`src/sv/ngsv_pkg.sv`:
```
// ----------------------------------------------------------------------------
// ngsv_pkg
// Shared constants, result type and prefix character tables for the NMEA GSV
// sentence parser.
// ----------------------------------------------------------------------------
package ngsv_pkg;

  localparam int LINE_BYTES     = 128;
  localparam int PARSE_WINDOW   = 120;
  localparam int POS_W          = $clog2(LINE_BYTES);
  localparam int CMP_W          = 9;
  localparam int BYTE_W         = 8;
  localparam int FIELD_W        = 7;
  localparam int FIELD_MAX      = 127;
  localparam int VALUE_W        = 10;
  localparam int PROD_W         = 14;
  localparam int VALUE_MAX      = 999;
  localparam int SNR_W          = 7;
  localparam int SNR_LIMIT      = 99;
  localparam int COUNT_W        = 10;
  localparam int TOTAL_W        = 12;
  localparam int KIND_W         = 3;
  localparam int NUM_CON        = 4;
  localparam int PREFIX_N       = 5;
  localparam int GSV_PREFIX_LEN = 6;
  localparam int SPF_PREFIX_LEN = 13;

  localparam logic [BYTE_W-1:0] CHAR_LF    = 8'h0A;
  localparam logic [BYTE_W-1:0] CHAR_CR    = 8'h0D;
  localparam logic [BYTE_W-1:0] CHAR_COMMA = 8'h2C;
  localparam logic [BYTE_W-1:0] CHAR_ZERO  = 8'h30;
  localparam logic [BYTE_W-1:0] CHAR_NINE  = 8'h39;

  // constellation slots of the in-view counters and prefix match bits
  localparam logic [1:0] CON_GPS = 2'd0;
  localparam logic [1:0] CON_GLO = 2'd1;
  localparam logic [1:0] CON_GAL = 2'd2;
  localparam logic [1:0] CON_GN  = 2'd3;
  localparam int         SPF_BIT = 4;

  typedef enum logic [KIND_W-1:0] {
    KIND_OTHER = 3'd0,
    KIND_GPS   = 3'd1,
    KIND_GLO   = 3'd2,
    KIND_GAL   = 3'd3,
    KIND_GN    = 3'd4
  } kind_e;

  typedef struct packed {
    kind_e                kind;
    logic [TOTAL_W-1:0]   sats;
    logic [SNR_W-1:0]     snr_peak;
    logic [SNR_W-1:0]     snr_worst;
    logic                 interference;
  } result_t;

  // "$G?GSV" with the talker letter picked by constellation
  function automatic logic [BYTE_W-1:0] gsv_char(input logic [1:0] con,
                                                 input logic [2:0] idx);
    logic [BYTE_W-1:0] c;
    unique case (idx)
      3'd0: c = "$";
      3'd1: c = "G";
      3'd2: begin
        unique case (con)
          CON_GPS: c = "P";
          CON_GLO: c = "L";
          CON_GAL: c = "A";
          CON_GN:  c = "N";
        endcase
      end
      3'd3: c = "G";
      3'd4: c = "S";
      3'd5: c = "V";
      default: c = 8'h00;
    endcase
    return c;
  endfunction

  // "$PMTKSPF,3*58"
  function automatic logic [BYTE_W-1:0] spf_char(input logic [3:0] idx);
    logic [BYTE_W-1:0] c;
    unique case (idx)
      4'd0:  c = "$";
      4'd1:  c = "P";
      4'd2:  c = "M";
      4'd3:  c = "T";
      4'd4:  c = "K";
      4'd5:  c = "S";
      4'd6:  c = "P";
      4'd7:  c = "F";
      4'd8:  c = ",";
      4'd9:  c = "3";
      4'd10: c = "*";
      4'd11: c = "5";
      4'd12: c = "8";
      default: c = 8'h00;
    endcase
    return c;
  endfunction

endpackage

```
`src/sv/ngsv_if.sv`:
```
// ----------------------------------------------------------------------------
// ngsv_if
// Valid/ready channels of the GSV parser: received bytes in, line results out.
// ----------------------------------------------------------------------------
interface ngsv_byte_if;
  import ngsv_pkg::*;

  logic              valid;
  logic              ready;
  logic [BYTE_W-1:0] rx_byte;

  modport source (output valid, output rx_byte, input ready);
  modport sink   (input valid, input rx_byte, output ready);
endinterface

interface ngsv_result_if;
  import ngsv_pkg::*;

  logic               valid;
  logic               ready;
  logic [KIND_W-1:0]  sentence_kind;
  logic [TOTAL_W-1:0] satellites_in_view;
  logic [SNR_W-1:0]   snr_peak;
  logic [SNR_W-1:0]   snr_worst;
  logic               interference;

  modport source (output valid, output sentence_kind, output satellites_in_view,
                  output snr_peak, output snr_worst, output interference,
                  input ready);
  modport sink   (input valid, input sentence_kind, input satellites_in_view,
                  input snr_peak, input snr_worst, input interference,
                  output ready);
endinterface

```
`src/sv/ngsv_in_stage.sv`:
```
// ----------------------------------------------------------------------------
// ngsv_in_stage
// Input register: holds one received word until the parse stage takes it.
// ----------------------------------------------------------------------------
module ngsv_in_stage (
  input  logic                      clk_i,
  input  logic                      rst_ni,
  ngsv_byte_if.sink                 rx_i,
  input  logic                      take_i,
  output logic                      valid_o,
  output logic [ngsv_pkg::BYTE_W-1:0] byte_o
);
  import ngsv_pkg::*;

  logic              valid_q, valid_d;
  logic [BYTE_W-1:0] byte_q, byte_d;
  logic              accept;

  assign rx_i.ready = !valid_q || take_i;
  assign accept     = rx_i.valid && rx_i.ready;

  always_comb begin
    valid_d = valid_q;
    byte_d  = byte_q;
    if (accept) begin
      valid_d = 1'b1;
      byte_d  = rx_i.rx_byte;
    end else if (take_i) begin
      valid_d = 1'b0;
    end
  end

  always_ff @(posedge clk_i or negedge rst_ni) begin
    if (!rst_ni) begin
      valid_q <= 1'b0;
    end else begin
      valid_q <= valid_d;
    end
  end

  always_ff @(posedge clk_i) begin
    byte_q <= byte_d;
  end

  assign valid_o = valid_q;
  assign byte_o  = byte_q;

endmodule

```
`src/sv/ngsv_parse_core.sv`:
```
// ----------------------------------------------------------------------------
// ngsv_parse_core
// Per-byte line state: prefix matching, field counting, digit accumulation,
// in-view counters and SNR extremes. Emits one result per newline.
// ----------------------------------------------------------------------------
module ngsv_parse_core (
  input  logic                        clk_i,
  input  logic                        rst_ni,
  input  logic                        step_i,
  input  logic [ngsv_pkg::BYTE_W-1:0] byte_i,
  output logic                        emit_o,
  output ngsv_pkg::result_t           result_o
);
  import ngsv_pkg::*;

  logic [COUNT_W-1:0]  counts_q [NUM_CON];
  logic [COUNT_W-1:0]  counts_d [NUM_CON];
  logic [COUNT_W-1:0]  counts_cl [NUM_CON];
  logic [POS_W-1:0]    pos_q, pos_d;
  logic [FIELD_W-1:0]  field_q, field_d;
  logic [VALUE_W-1:0]  value_q, value_d;
  logic                stopped_q, stopped_d;
  logic [PREFIX_N-1:0] prefix_q, prefix_d;
  logic [SNR_W-1:0]    best_q, best_d, best_cl;
  logic [SNR_W-1:0]    worst_q, worst_d, worst_cl;

  logic [CMP_W-1:0]    pos_ext;
  logic                is_lf, is_cr, is_comma, is_digit;
  logic                store, parse, comma_close, close_en;
  kind_e               kind_cur;
  logic [1:0]          con_idx;
  logic [PROD_W-1:0]   prod;
  logic [TOTAL_W-1:0]  total;

  assign pos_ext  = CMP_W'(pos_q);
  assign is_lf    = (byte_i == CHAR_LF);
  assign is_cr    = (byte_i == CHAR_CR);
  assign is_comma = (byte_i == CHAR_COMMA);
  assign is_digit = (byte_i >= CHAR_ZERO) && (byte_i <= CHAR_NINE);
  assign store    = !is_lf && !is_cr && (pos_ext < CMP_W'(LINE_BYTES - 1));
  assign parse    = pos_ext < CMP_W'(PARSE_WINDOW - 1);
  assign comma_close = store && parse && is_comma && (field_q < FIELD_W'(FIELD_MAX));
  assign close_en = step_i && (is_lf || comma_close);

  // first matching GSV talker wins
  always_comb begin
    kind_cur = KIND_OTHER;
    if (pos_ext >= CMP_W'(GSV_PREFIX_LEN)) begin
      priority if (prefix_q[CON_GPS]) kind_cur = KIND_GPS;
      else if (prefix_q[CON_GLO])     kind_cur = KIND_GLO;
      else if (prefix_q[CON_GAL])     kind_cur = KIND_GAL;
      else if (prefix_q[CON_GN])      kind_cur = KIND_GN;
      else                            kind_cur = KIND_OTHER;
    end
  end

  assign con_idx = 2'(kind_cur - KIND_GPS);

  // close the open field: counter update on field 3, SNR on 7, 11, 15 ...
  always_comb begin
    counts_cl = counts_q;
    best_cl   = best_q;
    worst_cl  = worst_q;
    if (close_en && kind_cur != KIND_OTHER) begin
      if (field_q == FIELD_W'(3)) begin
        counts_cl[con_idx] = value_q;
      end
      if (field_q >= FIELD_W'(7) && field_q[1:0] == 2'b11 && value_q != '0) begin
        if (value_q < VALUE_W'(SNR_LIMIT) && value_q > VALUE_W'(best_q)) begin
          best_cl = SNR_W'(value_q);
        end
        if (value_q < VALUE_W'(worst_q)) begin
          worst_cl = SNR_W'(value_q);
        end
      end
    end
  end

  assign prod = (PROD_W'(value_q) << 3) + (PROD_W'(value_q) << 1)
              + PROD_W'(byte_i - CHAR_ZERO);

  always_comb begin
    counts_d  = counts_cl;
    best_d    = best_cl;
    worst_d   = worst_cl;
    pos_d     = pos_q;
    field_d   = field_q;
    value_d   = value_q;
    stopped_d = stopped_q;
    prefix_d  = prefix_q;
    if (step_i) begin
      if (is_lf) begin
        // clear line state
        pos_d     = '0;
        field_d   = '0;
        value_d   = '0;
        stopped_d = 1'b0;
        prefix_d  = '1;
        best_d    = '0;
        worst_d   = SNR_W'(SNR_LIMIT);
      end else if (store) begin
        for (int k = 0; k < NUM_CON; k++) begin
          if (pos_ext < CMP_W'(GSV_PREFIX_LEN) && byte_i != gsv_char(2'(k), pos_q[2:0])) begin
            prefix_d[k] = 1'b0;
          end
        end
        if (pos_ext < CMP_W'(SPF_PREFIX_LEN) && byte_i != spf_char(pos_q[3:0])) begin
          prefix_d[SPF_BIT] = 1'b0;
        end
        if (parse) begin
          priority if (comma_close) begin
            field_d   = field_q + FIELD_W'(1);
            value_d   = '0;
            stopped_d = 1'b0;
          end else if (!stopped_q && is_digit) begin
            value_d = (prod > PROD_W'(VALUE_MAX)) ? VALUE_W'(VALUE_MAX) : VALUE_W'(prod);
          end else begin
            stopped_d = 1'b1;
          end
        end
        pos_d = pos_q + POS_W'(1);
      end
    end
  end

  assign total = (counts_cl[CON_GN] != '0) ? TOTAL_W'(counts_cl[CON_GN])
               : TOTAL_W'(counts_cl[CON_GPS]) + TOTAL_W'(counts_cl[CON_GLO])
                 + TOTAL_W'(counts_cl[CON_GAL]);

  assign emit_o = step_i && is_lf;

  always_comb begin
    result_o.kind         = kind_cur;
    result_o.sats         = total;
    result_o.snr_peak     = (kind_cur != KIND_OTHER) ? best_cl : '0;
    result_o.snr_worst    = (kind_cur != KIND_OTHER) ? worst_cl : SNR_W'(SNR_LIMIT);
    result_o.interference = prefix_q[SPF_BIT] && (pos_ext >= CMP_W'(SPF_PREFIX_LEN));
  end

  always_ff @(posedge clk_i or negedge rst_ni) begin
    if (!rst_ni) begin
      for (int k = 0; k < NUM_CON; k++) begin
        counts_q[k] <= '0;
      end
      pos_q     <= '0;
      field_q   <= '0;
      value_q   <= '0;
      stopped_q <= 1'b0;
      prefix_q  <= '1;
      best_q    <= '0;
      worst_q   <= SNR_W'(SNR_LIMIT);
    end else begin
      counts_q  <= counts_d;
      pos_q     <= pos_d;
      field_q   <= field_d;
      value_q   <= value_d;
      stopped_q <= stopped_d;
      prefix_q  <= prefix_d;
      best_q    <= best_d;
      worst_q   <= worst_d;
    end
  end

`ifndef ASSERT_OFF
  assert property (@(posedge clk_i) disable iff (!rst_ni) best_q < SNR_W'(SNR_LIMIT))
    else $error("best SNR reached the limit");
  assert property (@(posedge clk_i) disable iff (!rst_ni) worst_q != '0)
    else $error("worst SNR went to zero");
  assert property (@(posedge clk_i) disable iff (!rst_ni) value_q <= VALUE_W'(VALUE_MAX))
    else $error("field value not saturated");
  assert property (@(posedge clk_i) disable iff (!rst_ni)
                   emit_o |=> (pos_q == '0 && field_q == '0 && prefix_q == '1))
    else $error("line state not cleared after newline");
  assert property (@(posedge clk_i) disable iff (!rst_ni)
                   (step_i && is_cr) |=> $stable(pos_q) && $stable(field_q))
    else $error("carriage return disturbed line state");
`endif

endmodule

```
`src/sv/nmea_gsv_satellite_parser.sv`:
```
// ----------------------------------------------------------------------------
// nmea_gsv_satellite_parser
// NMEA 0183 GSV sentence parser: one received character per word in, one
// summary word out for every line.
// ----------------------------------------------------------------------------
// Channels: rx_i carries one character per word; res_o carries one word per
// newline with sentence kind, satellites in view, best and worst SNR and the
// interference notice flag. Carriage returns and other characters give no
// word on res_o.
// Path: an accepted character waits in the input register until parsed; a
// newline's result is registered in the output register and shown on res_o.
// Throughput: one character per cycle while no newline is held back, set by
// the single parse stage that updates all line state from the input register.
// Reset: clears the in-view counters and all line state; no word is held.
// Stall: a result waits in the output register while res_o.ready is low.
// Ordinary characters keep flowing; a newline waits in the input register
// until the output register frees, and rx_i.ready stays low meanwhile.
// ----------------------------------------------------------------------------
module nmea_gsv_satellite_parser (
  input  logic          clk_i,
  input  logic          rst_ni,
  ngsv_byte_if.sink     rx_i,
  ngsv_result_if.source res_o
);
  import ngsv_pkg::*;

  logic              s1_valid;
  logic [BYTE_W-1:0] s1_byte;
  logic              advance;
  logic              emit;
  result_t           result;

  logic              out_valid_q, out_valid_d;
  result_t           out_q, out_d;

  // hold a newline while the previous result is still unread
  assign advance = s1_valid && ((s1_byte != CHAR_LF) || !out_valid_q || res_o.ready);

  ngsv_in_stage u_in_stage (
    .clk_i   (clk_i),
    .rst_ni  (rst_ni),
    .rx_i    (rx_i),
    .take_i  (advance),
    .valid_o (s1_valid),
    .byte_o  (s1_byte)
  );

  ngsv_parse_core u_parse_core (
    .clk_i    (clk_i),
    .rst_ni   (rst_ni),
    .step_i   (advance),
    .byte_i   (s1_byte),
    .emit_o   (emit),
    .result_o (result)
  );

  always_comb begin
    out_valid_d = out_valid_q;
    out_d       = out_q;
    if (emit) begin
      out_valid_d = 1'b1;
      out_d       = result;
    end else if (res_o.ready) begin
      out_valid_d = 1'b0;
    end
  end

  always_ff @(posedge clk_i or negedge rst_ni) begin
    if (!rst_ni) begin
      out_valid_q <= 1'b0;
    end else begin
      out_valid_q <= out_valid_d;
    end
  end

  always_ff @(posedge clk_i) begin
    out_q <= out_d;
  end

  assign res_o.valid              = out_valid_q;
  assign res_o.sentence_kind      = out_q.kind;
  assign res_o.satellites_in_view = out_q.sats;
  assign res_o.snr_peak           = out_q.snr_peak;
  assign res_o.snr_worst          = out_q.snr_worst;
  assign res_o.interference       = out_q.interference;

endmodule

```
`src/flat_wrapper.sv`:
```
// flat-port wrapper written by rule: the top's interface ports become plain ports
module nmea_gsv_satellite_parser_flat import ngsv_pkg::*;
  (clk_i, rst_ni, rx_i_valid, rx_i_rx_byte, rx_i_ready, res_o_valid, res_o_sentence_kind, res_o_satellites_in_view, res_o_snr_peak, res_o_snr_worst, res_o_interference, res_o_ready);
  ngsv_byte_if rx_i_i ();
  ngsv_result_if res_o_i ();
  input  logic clk_i;
  input  logic rst_ni;
  input wire logic [$bits(rx_i_i.valid)-1:0] rx_i_valid;
  input wire logic [$bits(rx_i_i.rx_byte)-1:0] rx_i_rx_byte;
  output wire logic [$bits(rx_i_i.ready)-1:0] rx_i_ready;
  output wire logic [$bits(res_o_i.valid)-1:0] res_o_valid;
  output wire logic [$bits(res_o_i.sentence_kind)-1:0] res_o_sentence_kind;
  output wire logic [$bits(res_o_i.satellites_in_view)-1:0] res_o_satellites_in_view;
  output wire logic [$bits(res_o_i.snr_peak)-1:0] res_o_snr_peak;
  output wire logic [$bits(res_o_i.snr_worst)-1:0] res_o_snr_worst;
  output wire logic [$bits(res_o_i.interference)-1:0] res_o_interference;
  input wire logic [$bits(res_o_i.ready)-1:0] res_o_ready;
  assign rx_i_i.valid = rx_i_valid;
  assign rx_i_i.rx_byte = rx_i_rx_byte;
  assign rx_i_ready = rx_i_i.ready;
  assign res_o_valid = res_o_i.valid;
  assign res_o_sentence_kind = res_o_i.sentence_kind;
  assign res_o_satellites_in_view = res_o_i.satellites_in_view;
  assign res_o_snr_peak = res_o_i.snr_peak;
  assign res_o_snr_worst = res_o_i.snr_worst;
  assign res_o_interference = res_o_i.interference;
  assign res_o_i.ready = res_o_ready;
  nmea_gsv_satellite_parser u_core (.clk_i(clk_i), .rst_ni(rst_ni), .rx_i(rx_i_i), .res_o(res_o_i));
endmodule
```
`config.mk`:
```
export PLATFORM = sky130hd
export DESIGN_NAME = nmea_gsv_satellite_parser_flat
export DESIGN_NICKNAME = d
export VERILOG_FILES = /design/src/sv/ngsv_pkg.sv /design/src/sv/ngsv_if.sv /design/src/sv/ngsv_in_stage.sv /design/src/sv/ngsv_parse_core.sv /design/src/sv/nmea_gsv_satellite_parser.sv /design/src/flat_wrapper.sv
export SDC_FILE = /design/constraint.sdc
export NUM_CORES = 1
export LEC_CHECK = 0
export BUFFER_PORTS_ARGS = -buffer_cell sky130_fd_sc_hd__buf_2
export CORE_MARGIN = 2
export CORE_UTILIZATION = 60
export CTS_CLUSTER_SIZE = 30
export DETAILED_ROUTE_END_ITERATION = 8
export PLACE_DENSITY = 0.88
export SYNTH_ARGS = -nofsm -noshare
export SYNTH_HDL_FRONTEND = slang
export SYNTH_SLANG_ARGS = --single-unit
```
`constraint.sdc`:
```
create_clock -name clk_i -period 7.1 [get_ports clk_i]
set_clock_uncertainty 0.2 [all_clocks]
set_input_delay 0.71 -clock clk_i [delete_from_list [all_inputs] [get_ports clk_i]]
set_output_delay 0.71 -clock clk_i [all_outputs]
set_load 0.005 [all_outputs]
```
==> impl_metrics.toml <==
[outcome]
status = "finished, final reports clean"

[floorplanning]
core_area_um2 = 13100
die-area_um2 = 14200
die-width_um = 119
start_util_pct = 60.7
die_y_um = 119
pin_count = 44
rows = 42

[min_path]
hp-class = "primary input to flop"
hold_depth = 1
hold_end = "u_core.u_in_stage.byte_o[4]"
min_from = "rx_i_rx_byte[4]"

[synth]
synthArstFlopShare_pct = 69.4
yosysUniqueCellTypes = 74
synthCells = 742
synth_flop_cell = "dfrtp_1"
ys_seq_area_share_pct = 41.6
synth.avg_cell_area_um2 = 10.7
syn_nets = 821
synth_area_um2 = 7940
synth_warnings = 0
synth-seq-cells = 124
synth-edff-count = 38

[finish]
layout_commonest_cell = "dfrtp_1"
nets = 851
layout-drive-gt1-share_pct = 18.5
area_growth_pct = 11.3
n_antenna_cell = 0
final_cell_mix = "77 x dfrtp_1, 55 x inv_1, 52 x nor2_1"

[timing]
max_freq_mhz = 167
min_period_over_period_pct = 84.4
hold_viol_final = 0
rsz0062_at_grt = "no"
period_needed_ns = 5.99
relSlewSlack_pct = 30.7
finalSetupViolCount = 0
max_slew.worst_pin.slew_ns = 1.04
slew_violations = 0
final.setup.tns_ns = 0

[setup_path]
crit_cells = 18
rr_endpoint = "u_core.res_o.satellites_in_view[9]"
crit_chain = "nor3b_1, nand4_1, o32ai_1, and2_1, and3_1, and4b_1, buf_4, mux2_1, fa_1, ha_1, fa_1, a211o_1, o211ai_1, a21oi_1, o21ai_0, nand2b_1, xnor2_1, o21ai_0"
reg2reg_depth = 18
cp_data_required_time_ns = 7.07
worstPathArrival_ns = 5.96
cp_slowest_cell = "edfxtp_1"
crit_path_max_fanout = 19
critPathTopFamily = "simple AND/OR/NAND/NOR gates"
critical_path_class = "flop to flop"
cp-end-kind = "flop"
reg2reg_from = "u_core.u_in_stage.byte_o[1]"
worst_setup_path_start_kind = "flop"
cpPeakStageDelay_ns = 0.56
path_buf_inv = 1
r2r_slack_ns = 1.11

[drt]
drc = 0
drt_iter0_markers = 646
vias = 6019
drtAntennaViolNets = 0
first_pass_iters = 6
post_drt_wl_per_cell_um = 19.4
viasPerCell = 6.26
routed_wl_um = 18600

[clock_network]
cts-root-buf = "clkbuf_16"
cts_tree = "done"
cts_buffers = 17
clockBufferDepth = 2
clkSinkCount = 124
cts_setup_buffers = 0
htree_num_levels = 4
clkTransAtPathRegs_ns = 0.06
cts_hold_buf = 1
clk_latency_ns = 0.42
cts_resized = 0

[placement]
io_buffers = 43
gp_congestion = 0.883
hpwl_um = 12700

[job]
drv_cap = 0

[global_route]
grt_max_degree = 61
antenna_found_initial = 0
grt_pass1_vias = 6132
grt-ovfl-total = 0
grt_pass1_wl_um = 31000
grt_usage_pct = 27.9

[power_and_ir_drop]
power_density_nw_per_um2 = 246
p_leak_nw = 4.08
ir_drop_v = 0.000174
p_total_mw = 2.17
[cell families (layout without fill, tap and decap cells)]
| family | count (synthesis) | in the layout | share of synthesized area [%] |
|---|---|---|---|
| flip-flops | 124 | 124 | 41.6 |
| buffers and inverters | 94 | 137 | 5.20 |
| XOR/XNOR | 34 | 34 | 3.75 |
| multiplexers | 87 | 87 | 11.6 |
| adder cells (fa/ha/maj) | 67 | 67 | 12.4 |
| AND/OR/NAND/NOR | 192 | 192 | 12.7 |
| AO/OA/AOI/OAI | 144 | 144 | 12.7 |
[worst max path at each step]
| stage | startpoint | end |
|---|---|---|
| 3_3_place_gp | u_core.u_in_stage.byte_o[2] | u_core.res_o.satellites_in_view[11] |
| 2_1_floorplan | u_core.u_in_stage.byte_o[1] | u_core.res_o.satellites_in_view[11] |
| 6_report | u_core.u_in_stage.byte_o[1] | u_core.res_o.satellites_in_view[9] |
| 3_5_place_dp | u_core.u_in_stage.byte_o[0] | u_core.res_o.satellites_in_view[9] |
| 4_1_cts | u_core.u_in_stage.byte_o[2] | u_core.res_o.satellites_in_view[9] |
| 5_1_grt | u_core.u_in_stage.byte_o[1] | u_core.res_o.satellites_in_view[9] |
[power by group]
group          switching [mW]  total [mW]  internal [mW]
sequential             0.0747       0.837          0.763
combinational           0.264       0.458          0.194
clock                   0.318       0.877          0.560
[cells in the mapped netlist (all sizes together) (4+ instances only)]
cell type,count,area (µm²)
buf,17,123
mux2,41,462
edfxtp,38,1140
clkbuf,21,80.1
nor4,9,62.6
nand3,19,95.1
fa,20,400
o31ai,6,45.0
o21bai,9,67.6
nor3,14,70.1
o21ai,34,174
a21oi,30,165
nor2b,10,62.6
dfrtp,77,1930
nand2,32,120
inv,56,210
nand2b,8,50.1
and3,5,31.3
xnor2,16,140
or4,4,33.8
xor2,18,158
ha,47,588
and2,5,31.3
dfstp,9,236
nor2,52,195
mux2i,46,460
a211oi,4,42.5
a21o,11,82.6
a22o,6,52.6
or3,10,72.6
o22ai,6,37.5
nand4,9,56.3
[per-stage QoR]
step                      hold WS [ns]  utilization (%)  setup WS [ns]  area (µm²)  instances
after floorplan                  0.214                -           2.20        7940        742
after global placement           0.275             62.8           1.76        8210        928
after detailed placement         0.279             62.8           1.48        8210        928
after CTS                        0.248             67.5           1.23        8840        961
after global routing             0.250             67.5          0.767        8840        961
final                            0.258             67.5           1.11        8840        961
[layout make-up]
class / instances / area [µm²]
multi-input combinational: 524 / 4220
sequential: 124 / 3300
timing repair buffer: 49 / 265
clock inverter: 8 / 77.6
fill: 892 / 4250
tap: 176 / 220
clock buffer: 24 / 534
inverter: 56 / 210
[flip-flops by register name (all words and copies together) (netlist names)]
| register | cells |
|---|---|
| u_core.u_parse_core.counts_q | 40 |
| u_core.res_o.satellites_in_view | 12 |
| u_core.u_parse_core.value_q | 10 |
| u_core.u_in_stage.byte_o | 8 |
| u_core.res_o.snr_peak | 7 |
| u_core.res_o.snr_worst | 7 |
| u_core.u_parse_core.best_q | 7 |
| u_core.u_parse_core.field_q | 7 |
| u_core.u_parse_core.pos_q | 7 |
| u_core.u_parse_core.worst_q | 7 |
| u_core.u_parse_core.prefix_q | 5 |
| u_core.res_o.sentence_kind | 3 |
| u_core.res_o.interference | 1 |
| u_core.res_o.valid | 1 |
| u_core.u_in_stage.valid_o | 1 |
| u_core.u_parse_core.stopped_q | 1 |
[metal layers]
layer | GRT usage (%) | wire, µm
met5 | 0 | 0
met4 | 13.6 | 552
met3 | 6.08 | 1010
met2 | 46.1 | 9260
met1 | 34.8 | 7820
Power figures use the tool's default switching activity.
